`src/pm_pkg.sv`:
```
// Package for the pattern metronome: item kinds, controller states,
// command/status structs and fixed field widths. No dependencies.
`timescale 1ns / 1ps

package pm_pkg;

    // Fixed field widths of the stream items
    localparam int ADDR_W     = 6;
    localparam int TICKS_W    = 16;
    localparam int LEN_IN_W   = 7;
    localparam int BEAT_W     = 6;
    localparam int S_TDATA_W  = 32;
    localparam int M_TDATA_W  = 8;

    // Item kinds, carried in s_tuser
    typedef enum logic [1:0] {
        KIND_TICK   = 2'd0,
        KIND_RUN    = 2'd1,
        KIND_WRITE  = 2'd2,
        KIND_COMMIT = 2'd3
    } kind_t;

    // Controller states
    typedef enum logic [2:0] {
        ST_IDLE,
        ST_DECODE,
        ST_WRAP,
        ST_MOD,
        ST_READ,
        ST_EMIT
    } state_t;

    // Commands from controller to datapath
    typedef struct packed {
        logic capture;      // latch the accepted item
        logic run_off;      // stop the count
        logic write_entry;  // write shadow entry
        logic commit;       // commit shadow bank
        logic tick_step;    // decrement countdown, maybe swap banks
        logic mod_start;    // start (position + 1) mod length
        logic mod_apply;    // take the new position
        logic mem_read;     // read the interval of the current entry
        logic emit;         // reload countdown and load the output register
    } cmd_t;

    // Status from datapath to controller
    typedef struct packed {
        kind_t kind;
        logic  run_on;
        logic  running;
        logic  tick_zero;   // countdown reaches zero on this tick
        logic  mod_done;
        logic  out_free;    // output register can take a new item
    } status_t;

endpackage

```
`src/pm_mod.sv`:
```
// Iterative remainder unit: restoring division, one dividend bit per cycle.
// Depends on nothing.
`timescale 1ns / 1ps

module pm_mod #(
    parameter int WIDTH = 7
) (
    input  logic             aclk,
    input  logic             aresetn,
    input  logic             start,
    input  logic [WIDTH-1:0] dividend,
    input  logic [WIDTH-1:0] divisor,
    output logic             done,
    output logic [WIDTH-1:0] remainder
);

    localparam int CNT_W = $clog2(WIDTH + 1);

    logic             busy_reg, busy_next;
    logic             done_reg, done_next;
    logic [CNT_W-1:0] cnt_reg, cnt_next;
    logic [WIDTH-1:0] rem_reg, rem_next;
    logic [WIDTH-1:0] dvd_reg, dvd_next;
    logic [WIDTH-1:0] dsr_reg, dsr_next;
    logic [WIDTH:0]   trial;

    // One restoring step: shift in the next dividend bit, subtract if it fits
    always_comb begin
        trial     = {rem_reg, dvd_reg[WIDTH-1]};
        busy_next = busy_reg;
        done_next = 1'b0;
        cnt_next  = cnt_reg;
        rem_next  = rem_reg;
        dvd_next  = dvd_reg;
        dsr_next  = dsr_reg;
        if (start) begin
            busy_next = 1'b1;
            cnt_next  = '0;
            rem_next  = '0;
            dvd_next  = dividend;
            dsr_next  = divisor;
        end else if (busy_reg) begin
            if (trial >= {1'b0, dsr_reg}) begin
                rem_next = WIDTH'(trial - {1'b0, dsr_reg});
            end else begin
                rem_next = WIDTH'(trial);
            end
            dvd_next = {dvd_reg[WIDTH-2:0], 1'b0};
            cnt_next = cnt_reg + CNT_W'(1);
            if (cnt_reg == CNT_W'(WIDTH - 1)) begin
                busy_next = 1'b0;
                done_next = 1'b1;
            end
        end
    end

    always_ff @(posedge aclk) begin
        if (!aresetn) begin
            busy_reg <= 1'b0;
            done_reg <= 1'b0;
            cnt_reg  <= '0;
        end else begin
            busy_reg <= busy_next;
            done_reg <= done_next;
            cnt_reg  <= cnt_next;
        end
        rem_reg <= rem_next;
        dvd_reg <= dvd_next;
        dsr_reg <= dsr_next;
    end

    assign done      = done_reg;
    assign remainder = rem_reg;

endmodule

```
`src/pm_ctrl.sv`:
```
// Controller FSM of the pattern metronome: sequences one item at a time.
// Depends on pm_pkg.
`timescale 1ns / 1ps

module pm_ctrl
    import pm_pkg::*;
(
    input  logic    aclk,
    input  logic    aresetn,
    input  logic    s_tvalid,
    output logic    s_tready,
    input  status_t status,
    output cmd_t    cmd
);

    state_t state_reg, state_next;

    // Next state
    always_comb begin
        state_next = state_reg;
        case (state_reg)
            ST_IDLE: begin
                if (s_tvalid) begin
                    state_next = ST_DECODE;
                end
            end
            ST_DECODE: begin
                case (status.kind)
                    KIND_TICK: begin
                        if (status.running && status.tick_zero) begin
                            state_next = ST_WRAP;
                        end else begin
                            state_next = ST_IDLE;
                        end
                    end
                    KIND_RUN: begin
                        state_next = status.run_on ? ST_READ : ST_IDLE;
                    end
                    default: begin
                        state_next = ST_IDLE;
                    end
                endcase
            end
            ST_WRAP: begin
                state_next = ST_MOD;
            end
            ST_MOD: begin
                if (status.mod_done) begin
                    state_next = ST_READ;
                end
            end
            ST_READ: begin
                state_next = ST_EMIT;
            end
            ST_EMIT: begin
                if (status.out_free) begin
                    state_next = ST_IDLE;
                end
            end
            default: begin
                state_next = ST_IDLE;
            end
        endcase
    end

    // Outputs
    always_comb begin
        cmd      = '0;
        s_tready = 1'b0;
        case (state_reg)
            ST_IDLE: begin
                s_tready    = 1'b1;
                cmd.capture = s_tvalid;
            end
            ST_DECODE: begin
                case (status.kind)
                    KIND_TICK:   cmd.tick_step   = status.running;
                    KIND_RUN:    cmd.run_off     = !status.run_on;
                    KIND_WRITE:  cmd.write_entry = 1'b1;
                    KIND_COMMIT: cmd.commit      = 1'b1;
                    default:     cmd.commit      = 1'b0;
                endcase
            end
            ST_WRAP: begin
                cmd.mod_start = 1'b1;
            end
            ST_MOD: begin
                cmd.mod_apply = status.mod_done;
            end
            ST_READ: begin
                cmd.mem_read = 1'b1;
            end
            ST_EMIT: begin
                cmd.emit = status.out_free;
            end
            default: begin
                cmd = '0;
            end
        endcase
    end

    always_ff @(posedge aclk) begin
        if (!aresetn) begin
            state_reg <= ST_IDLE;
        end else begin
            state_reg <= state_next;
        end
    end

endmodule

```
`src/pm_dp.sv`:
```
// Datapath of the pattern metronome: interval memory, banks, countdown,
// position, modulo unit and output register. Depends on pm_pkg and pm_mod.
`timescale 1ns / 1ps

module pm_dp
    import pm_pkg::*;
#(
    parameter int MAX_ENTRIES = 64,
    parameter int TICK_BITS   = 16
) (
    input  logic                aclk,
    input  logic                aresetn,
    input  cmd_t                cmd,
    output status_t             status,
    input  logic [1:0]          in_kind,
    input  logic                in_run_on,
    input  logic [ADDR_W-1:0]   in_entry_addr,
    input  logic [TICKS_W-1:0]  in_entry_ticks,
    input  logic [LEN_IN_W-1:0] in_pattern_length,
    input  logic                cfg_we,
    input  logic                cfg_sync_mode,
    output logic                out_valid,
    input  logic                out_ready,
    output logic [BEAT_W-1:0]   out_beat_index,
    output logic                out_cycle_end,
    output logic                out_run_beat
);

    localparam int POS_W = $clog2(MAX_ENTRIES);
    localparam int LEN_W = $clog2(MAX_ENTRIES + 1);
    localparam int DEPTH = 2 * MAX_ENTRIES;
    localparam int AW    = $clog2(DEPTH);
    localparam logic [32:0] CAP = (33'd1 << TICK_BITS) - 33'd1;

    // Captured item
    kind_t               kind_reg;
    logic                run_on_reg;
    logic [ADDR_W-1:0]   addr_reg;
    logic [TICKS_W-1:0]  ticks_reg;
    logic [LEN_IN_W-1:0] plen_reg;

    // Pattern and count state
    logic [TICKS_W-1:0]  interval_mem [DEPTH];
    logic [TICKS_W-1:0]  rd_data_reg;
    logic [LEN_W-1:0]    bank_len_reg [2];
    logic                active_bank_reg;
    logic                commit_pending_reg;
    logic                sync_mode_reg;
    logic                running_reg;
    logic [POS_W-1:0]    position_reg;
    logic [TICK_BITS-1:0] countdown_reg;

    // Output register
    logic                out_valid_reg;
    logic [BEAT_W-1:0]   beat_index_reg;
    logic                cycle_end_reg;
    logic                run_beat_reg;

    logic                 shadow;
    logic [LEN_W-1:0]     act_len;
    logic [LEN_W-1:0]     pos_ext;
    logic                 at_last;
    logic                 bank_swap;
    logic [POS_W-1:0]     rd_idx;
    logic [AW-1:0]        rd_addr;
    logic [AW-1:0]        wr_addr;
    logic                 wr_en;
    logic [LEN_W-1:0]     commit_len;
    logic [TICK_BITS-1:0] reload_val;
    logic                 mod_done;
    logic [LEN_W-1:0]     mod_rem;

    assign shadow  = ~active_bank_reg;
    assign act_len = bank_len_reg[active_bank_reg];
    assign pos_ext = LEN_W'(position_reg);
    assign at_last = (act_len != '0) && (pos_ext == act_len - LEN_W'(1));
    assign bank_swap = at_last && sync_mode_reg && commit_pending_reg;

    // Entry index: out-of-range positions fall back to entry 0
    assign rd_idx  = (pos_ext < act_len) ? position_reg : '0;
    assign rd_addr = AW'(active_bank_reg ? MAX_ENTRIES : 0) + AW'(rd_idx);

    // Shadow write, zero intervals and out-of-bank addresses dropped
    assign wr_en   = cmd.write_entry && (ticks_reg != '0)
                     && (32'(addr_reg) < MAX_ENTRIES);
    assign wr_addr = AW'(shadow ? MAX_ENTRIES : 0) + AW'(addr_reg);

    // Commit length saturates at the bank size
    assign commit_len = (32'(plen_reg) > MAX_ENTRIES) ? LEN_W'(MAX_ENTRIES)
                                                      : LEN_W'(plen_reg);

    // Reload value: zero without a pattern, saturated to the counter width
    always_comb begin
        if (act_len == '0) begin
            reload_val = '0;
        end else if (33'(rd_data_reg) > CAP) begin
            reload_val = TICK_BITS'(CAP);
        end else begin
            reload_val = TICK_BITS'(rd_data_reg);
        end
    end

    // (position + 1) mod length
    pm_mod #(
        .WIDTH(LEN_W)
    ) u_mod (
        .aclk     (aclk),
        .aresetn  (aresetn),
        .start    (cmd.mod_start),
        .dividend (pos_ext + LEN_W'(1)),
        .divisor  (act_len),
        .done     (mod_done),
        .remainder(mod_rem)
    );

    // Interval memory, registered read
    always_ff @(posedge aclk) begin
        if (wr_en) begin
            interval_mem[wr_addr] <= ticks_reg;
        end
        if (cmd.mem_read) begin
            rd_data_reg <= interval_mem[rd_addr];
        end
    end

    // Item capture and output payload
    always_ff @(posedge aclk) begin
        if (cmd.capture) begin
            kind_reg   <= kind_t'(in_kind);
            run_on_reg <= in_run_on;
            addr_reg   <= in_entry_addr;
            ticks_reg  <= in_entry_ticks;
            plen_reg   <= in_pattern_length;
        end
        if (cmd.emit) begin
            beat_index_reg <= BEAT_W'(position_reg);
            run_beat_reg   <= (kind_reg == KIND_RUN);
            cycle_end_reg  <= (kind_reg != KIND_RUN) && (position_reg == '0);
        end
    end

    // Control state
    always_ff @(posedge aclk) begin
        if (!aresetn) begin
            bank_len_reg[0]    <= '0;
            bank_len_reg[1]    <= '0;
            active_bank_reg    <= 1'b0;
            commit_pending_reg <= 1'b0;
            sync_mode_reg      <= 1'b0;
            running_reg        <= 1'b0;
            position_reg       <= '0;
            countdown_reg      <= '0;
            out_valid_reg      <= 1'b0;
        end else begin
            if (cfg_we) begin
                sync_mode_reg <= cfg_sync_mode;
            end
            if (cmd.run_off) begin
                running_reg <= 1'b0;
            end
            if (cmd.tick_step) begin
                if (countdown_reg != '0) begin
                    countdown_reg <= countdown_reg - TICK_BITS'(1);
                end
                if (status.tick_zero && bank_swap) begin
                    commit_pending_reg <= 1'b0;
                    active_bank_reg    <= shadow;
                end
            end
            if (cmd.commit && (plen_reg != '0)) begin
                bank_len_reg[shadow] <= commit_len;
                if (sync_mode_reg && (act_len != '0)) begin
                    commit_pending_reg <= 1'b1;
                end else begin
                    active_bank_reg    <= shadow;
                    commit_pending_reg <= 1'b0;
                end
            end
            if (cmd.mod_apply && (act_len != '0)) begin
                position_reg <= POS_W'(mod_rem);
            end
            if (cmd.emit) begin
                countdown_reg <= reload_val;
                running_reg   <= (reload_val != '0);
                out_valid_reg <= 1'b1;
            end else if (out_ready) begin
                out_valid_reg <= 1'b0;
            end
        end
    end

    assign status.kind      = kind_reg;
    assign status.run_on    = run_on_reg;
    assign status.running   = running_reg;
    assign status.tick_zero = (countdown_reg <= TICK_BITS'(1));
    assign status.mod_done  = mod_done;
    assign status.out_free  = !out_valid_reg || out_ready;

    assign out_valid      = out_valid_reg;
    assign out_beat_index = beat_index_reg;
    assign out_cycle_end  = cycle_end_reg;
    assign out_run_beat   = run_beat_reg;

endmodule

```
`src/pattern_metronome_top.sv`:
```
// Pattern metronome: steps through a table of tick intervals and emits a
// beat each time a countdown expires or the count is started. Items are
// processed one at a time. A tick that does not end an interval, a run-off,
// an entry write and a commit are each handled in the decode state alone; a
// run-on reads the interval memory and then waits on the output register; a
// tick that ends an interval first runs the bit-serial remainder unit that
// wraps the position, in LEN_W = clog2(MAX_ENTRIES + 1) steps, then reads the
// interval memory and waits on the output register. A finished beat sits in
// the output register so the next item can be accepted while it waits.
// Pattern writes go to the shadow bank; while a pattern is active, sync_mode
// defers commits to the end of the current pattern cycle. Entries of the
// interval memory read before ever being written return unspecified data.
// Depends on pm_pkg, pm_ctrl, pm_dp and pm_mod.
`timescale 1ns / 1ps

module pattern_metronome_top
    import pm_pkg::*;
#(
    parameter int MAX_ENTRIES = 64,
    parameter int TICK_BITS   = 16
) (
    input  logic                 aclk,
    input  logic                 aresetn,
    // Input items
    input  logic                 s_tvalid,
    output logic                 s_tready,
    // [0] run_on, [6:1] entry_addr, [22:7] entry_ticks,
    // [29:23] pattern_length, [31:30] zero
    input  logic [S_TDATA_W-1:0] s_tdata,
    // [1:0] kind
    input  logic [1:0]           s_tuser,
    // Result items
    output logic                 m_tvalid,
    input  logic                 m_tready,
    // [5:0] beat_index, [7:6] zero
    output logic [M_TDATA_W-1:0] m_tdata,
    // cycle_end
    output logic                 m_tlast,
    // [0] run_beat: beat caused by run-on
    output logic [0:0]           m_tuser,
    // sync_mode register write
    input  logic                 cfg_valid,
    output logic                 cfg_ready,
    input  logic [0:0]           cfg_data
);

    cmd_t                cmd;
    status_t             status;
    logic [BEAT_W-1:0]   beat_index;
    logic                run_beat;

    assign cfg_ready = 1'b1;

    pm_ctrl u_ctrl (
        .aclk    (aclk),
        .aresetn (aresetn),
        .s_tvalid(s_tvalid),
        .s_tready(s_tready),
        .status  (status),
        .cmd     (cmd)
    );

    pm_dp #(
        .MAX_ENTRIES(MAX_ENTRIES),
        .TICK_BITS  (TICK_BITS)
    ) u_dp (
        .aclk             (aclk),
        .aresetn          (aresetn),
        .cmd              (cmd),
        .status           (status),
        .in_kind          (s_tuser),
        .in_run_on        (s_tdata[0]),
        .in_entry_addr    (s_tdata[6:1]),
        .in_entry_ticks   (s_tdata[22:7]),
        .in_pattern_length(s_tdata[29:23]),
        .cfg_we           (cfg_valid),
        .cfg_sync_mode    (cfg_data[0]),
        .out_valid        (m_tvalid),
        .out_ready        (m_tready),
        .out_beat_index   (beat_index),
        .out_cycle_end    (m_tlast),
        .out_run_beat     (run_beat)
    );

    // Pack the result
    assign m_tdata    = M_TDATA_W'(beat_index);
    assign m_tuser[0] = run_beat;

endmodule

```
`config.mk`:
```
export PLATFORM = sky130hd
export DESIGN_NAME = pattern_metronome_top
export DESIGN_NICKNAME = d
export VERILOG_FILES = /design/src/pm_pkg.sv /design/src/pm_mod.sv /design/src/pm_ctrl.sv /design/src/pm_dp.sv /design/src/pattern_metronome_top.sv
export SDC_FILE = /design/constraint.sdc
export NUM_CORES = 2
export LEC_CHECK = 0
export ABC_AREA = 1
export BUFFER_PORTS_ARGS = -buffer_cell sky130_fd_sc_hd__buf_4
export CAP_MARGIN = 20
export CELL_PAD_IN_SITES_DETAIL_PLACEMENT = 1
export CELL_PAD_IN_SITES_GLOBAL_PLACEMENT = 1
export CORE_ASPECT_RATIO = 1.1
export CORE_MARGIN = 1
export CORE_UTILIZATION = 57
export CTS_BUF_LIST = sky130_fd_sc_hd__clkbuf_2
export DETAILED_ROUTE_END_ITERATION = 8
export PLACE_DENSITY_LB_ADDON = 0.1
export SLEW_MARGIN = 20
export SYNTH_ARGS = -nofsm -noshare
export SYNTH_HDL_FRONTEND = slang
export SYNTH_SLANG_ARGS = --single-unit
```
`constraint.sdc`:
```
create_clock -name aclk -period 5.8 [get_ports aclk]
set_input_delay 1.16 -clock aclk [delete_from_list [all_inputs] [get_ports aclk]]
set_output_delay 1.16 -clock aclk [all_outputs]
set_load 0.02 [all_outputs]
```
==> flow_summary.toml <==
[route]
dr.pass1.iters = 5
drt_wl_total_um = 321000
drcViolationCount = 0
drt_iter0_markers = 7679
viasPerCell = 6.13
wl_per_cell_um = 26.5
num_vias = 74508
ant_nets = 0

[status]
status = "complete, no violations"

[sta]
final_max_slew_viol_count = 0
slew_headroom_pct = 3.86
period_minus_slack_ns = 5.12
fin_hold_ws_ns = 0.346
max_freq_mhz = 195
tightest_slew_ns = 1.44
setup_viol = 0
final.setup_skew_ns = 0.212
finalSetupTns_ns = 0
hold_viol = 0
post-route-period-util_pct = 88.3
rsz0062_at_grt = "no"

[placement]
gp_congestion = 0.890
dp_hpwl_um = 181000
dpl-instance-area_mm2 = 0.100
portBuffers = 47

[setup_path]
rrSetupSlack_ns = 0.68
critical_path_class = "reg -> reg"
path_max_fanout = 55
worstPathRequired_ns = 7.54
arrival_ns = 6.87
endpoint_kind = "flip-flop"
crit_path_start_kind = "flip-flop"

[global_route]
grt_usage_pct = 36.9
antenna_found_initial = 17
grt_pass1_vias = 78955
grt_max_degree = 183
grt_pass1_wl_um = 476000
overflow = 0

[floorplan]
die-width_um = 396
dieArea_mm2 = 0.172
chipHeight_um = 435
io_pins = 53
start_util_pct = 57.5
row_count = 158
core_area_mm2 = 0.169

[yosys]
syn_avg_cell_area_um2 = 10.6
ys_seq_area_share_pct = 66.7
ys_seq_elements = 2175
synthesis.area_mm2 = 0.0972
ys_types = 46
synth_flop_cell = "edfxtp_1"
yosys_warnings = 0
async_flop_share_pct = 0
syn-instance-count = 9194
synth-edff-count = 2132

[clock_tree]
root_buffer = "clkbuf_2"
post_cts_resized = 0
postCtsSetupRepairBufs = 0
clock_sinks = 2175
clock_latency_ns = 2.07
clk_pin_slew_worst_paths_ns = 0.15
numCtsBuffers = 570
cts_hold_buf = 76
cts_tree = "built"
htree_levels = 6
clock_path_buffers = 4

[run]
max_cap_violations = 0

[pwr]
power_density_mw_per_mm2 = 270
ir_drop_uv = 254
power.total_uw = 28500
p_leak_uw = 0.0440

[finish]
area_delta_synth_final_pct = 8.65
final_layout_size_suffix_gt1_share_pct = 13.3
fin_nets = 9596
nFillCells = 18363
max_flop_register = "u_dp.interval_mem"
largest_reg_flops = 2048
fin_util_pct = 62.5
final_cell_area_mm2 = 0.106

[worst_hold_path]
hp-class = "in -> reg"
hp-start = "s_tdata[21]"
==> through the flow <==
| stage | setup slack (ns) | instances |
|---|---|---|
| finish | 0.678 | 12146 |
| global route | 0.358 | 12136 |
| CTS | 0.706 | 12134 |
| detailed placement | 0.734 | 11126 |
| global placement | 0.765 | 11126 |
| floorplan | 1.88 | 9195 |
==> metal layers <==
metal	GRT usage (%)	vias up	share of wire [%]	routed length, µm
met4	23.4	12	6.2	19900
met2	60.4	3810	49	156000
met5	0	-	0.026	84
li1	-	32415	-	-
met1	44.3	37320	37	118000
met3	8.01	951	8.6	27700
==> synth_stat cells (2+ instances only) <==
library cell / n / share of area (%)
nor4_1: 13 / 0.084
o41ai_1: 4 / 0.036
a21oi_1: 43 / 0.22
nand3_1: 1849 / 9.5
xnor2_1: 6 / 0.054
dfxtp_1: 43 / 0.89
edfxtp_1: 2132 / 66
ha_1: 21 / 0.27
nor2_1: 507 / 2.0
a31oi_1: 4 / 0.026
buf_2: 254 / 1.3
nand3_2: 2 / 0.021
a2111oi_0: 2 / 0.018
o21ai_0: 171 / 0.88
buf_1: 62 / 0.24
nand2_4: 2 / 0.023
nand4_1: 758 / 4.9
o21ai_1: 9 / 0.046
or2_2: 124 / 0.80
nor3_1: 12 / 0.062
inv_1: 1685 / 6.5
clkinv_1: 2 / 0.0077
o31ai_1: 2 / 0.015
nand2_1: 1117 / 4.3
clkbuf_1: 258 / 1.0
conb_1: 2 / 0.0077
buf_6: 29 / 0.34
xor2_1: 13 / 0.12
inv_2: 5 / 0.019
o211ai_1: 9 / 0.069
a311oi_1: 2 / 0.018
buf_4: 33 / 0.25
o22ai_1: 6 / 0.039
==> cell families (layout without fill, tap and decap cells) <==
| logic type | after synthesis | in the layout | share of synthesized area (%) |
|---|---|---|---|
| AO/OA/AOI/OAI | 259 | 259 | 1.44 |
| XOR/XNOR | 19 | 19 | 0.171 |
| adder cells (fa/ha/maj) | 22 | 22 | 0.291 |
| buffers and inverters | 2329 | 3028 | 9.68 |
| flip-flops | 2175 | 2175 | 66.7 |
| other | 2 | 15 | 0.00772 |
| AND/OR/NAND/NOR | 4388 | 4388 | 21.7 |
==> critical path, cell delays in order (launching register included) <==
cell     delay (ns)
dfxtp_1        0.52
inv_2          0.12
or2_2          0.29
o21ai_0        0.20
inv_1          0.16
ha_1           0.22
o21ai_0        0.47
nand2_8        0.31
nand3_4        0.48
buf_12         0.35
buf_4          0.30
nor2_1         0.07
o21ai_0        0.09
nand3_1        0.10
nand3_1        0.18
nand3_1        0.29
nand3_1        0.37
nand2_1        0.10
nand2_1        0.07
nand2_1        0.09
==> worst paths after layout <==
kind / depth (start not counted) / end
max: 19 / u_dp.rd_data_reg[14]
min: 3 / u_dp.ticks_reg[14]
max reg2reg: 19 / u_dp.rd_data_reg[14]
min reg2reg: 2 / u_dp.u_mod.cnt_reg[2]
==> report_power, final <==
part	internal [µW]	switching, µW
logic	131	595
registers	17300	35.6
clock network	3940	6510
==> cell usage in the layout (no fill, tap or decap), types with 7 or more instances in the layout <==
cell type / Yosys / final
a21oi_1: 43 / 43
buf_12: 0 / 46
buf_4: 33 / 282
bufinv_16: 0 / 7
clkbuf_2: 0 / 790
clkinv_1: 2 / 101
clkinv_2: 0 / 21
dfxtp_1: 43 / 42
diode_2: 0 / 12
dlygate4sd3_1: 0 / 76
edfxtp_1: 2132 / 2132
ha_1: 21 / 21
inv_1: 1685 / 1684
inv_2: 5 / 14
nand2_1: 1117 / 1114
nand3_1: 1849 / 1847
nand4_1: 758 / 758
nor2_1: 507 / 495
nor2_2: 1 / 11
nor3_1: 12 / 10
nor4_1: 13 / 13
o211ai_1: 9 / 9
o21ai_0: 171 / 171
o21ai_1: 9 / 9
or2_2: 124 / 124
xor2_1: 13 / 13
==> cell type report <==
cell class / instances / area (µm²) / area share [%]
antenna: 12 / 30.0 / 0.0284
multi-input combinational: 4691 / 23100 / 21.8
clock buffer: 790 / 3950 / 3.74
sequential: 2175 / 64900 / 61.4
clock inverter: 142 / 754 / 0.714
timing repair buffer: 404 / 3800 / 3.60
inverter: 1692 / 6370 / 6.03
tap: 2240 / 2800 / 2.65
Note: power is estimated with default switching activity, not from simulation.
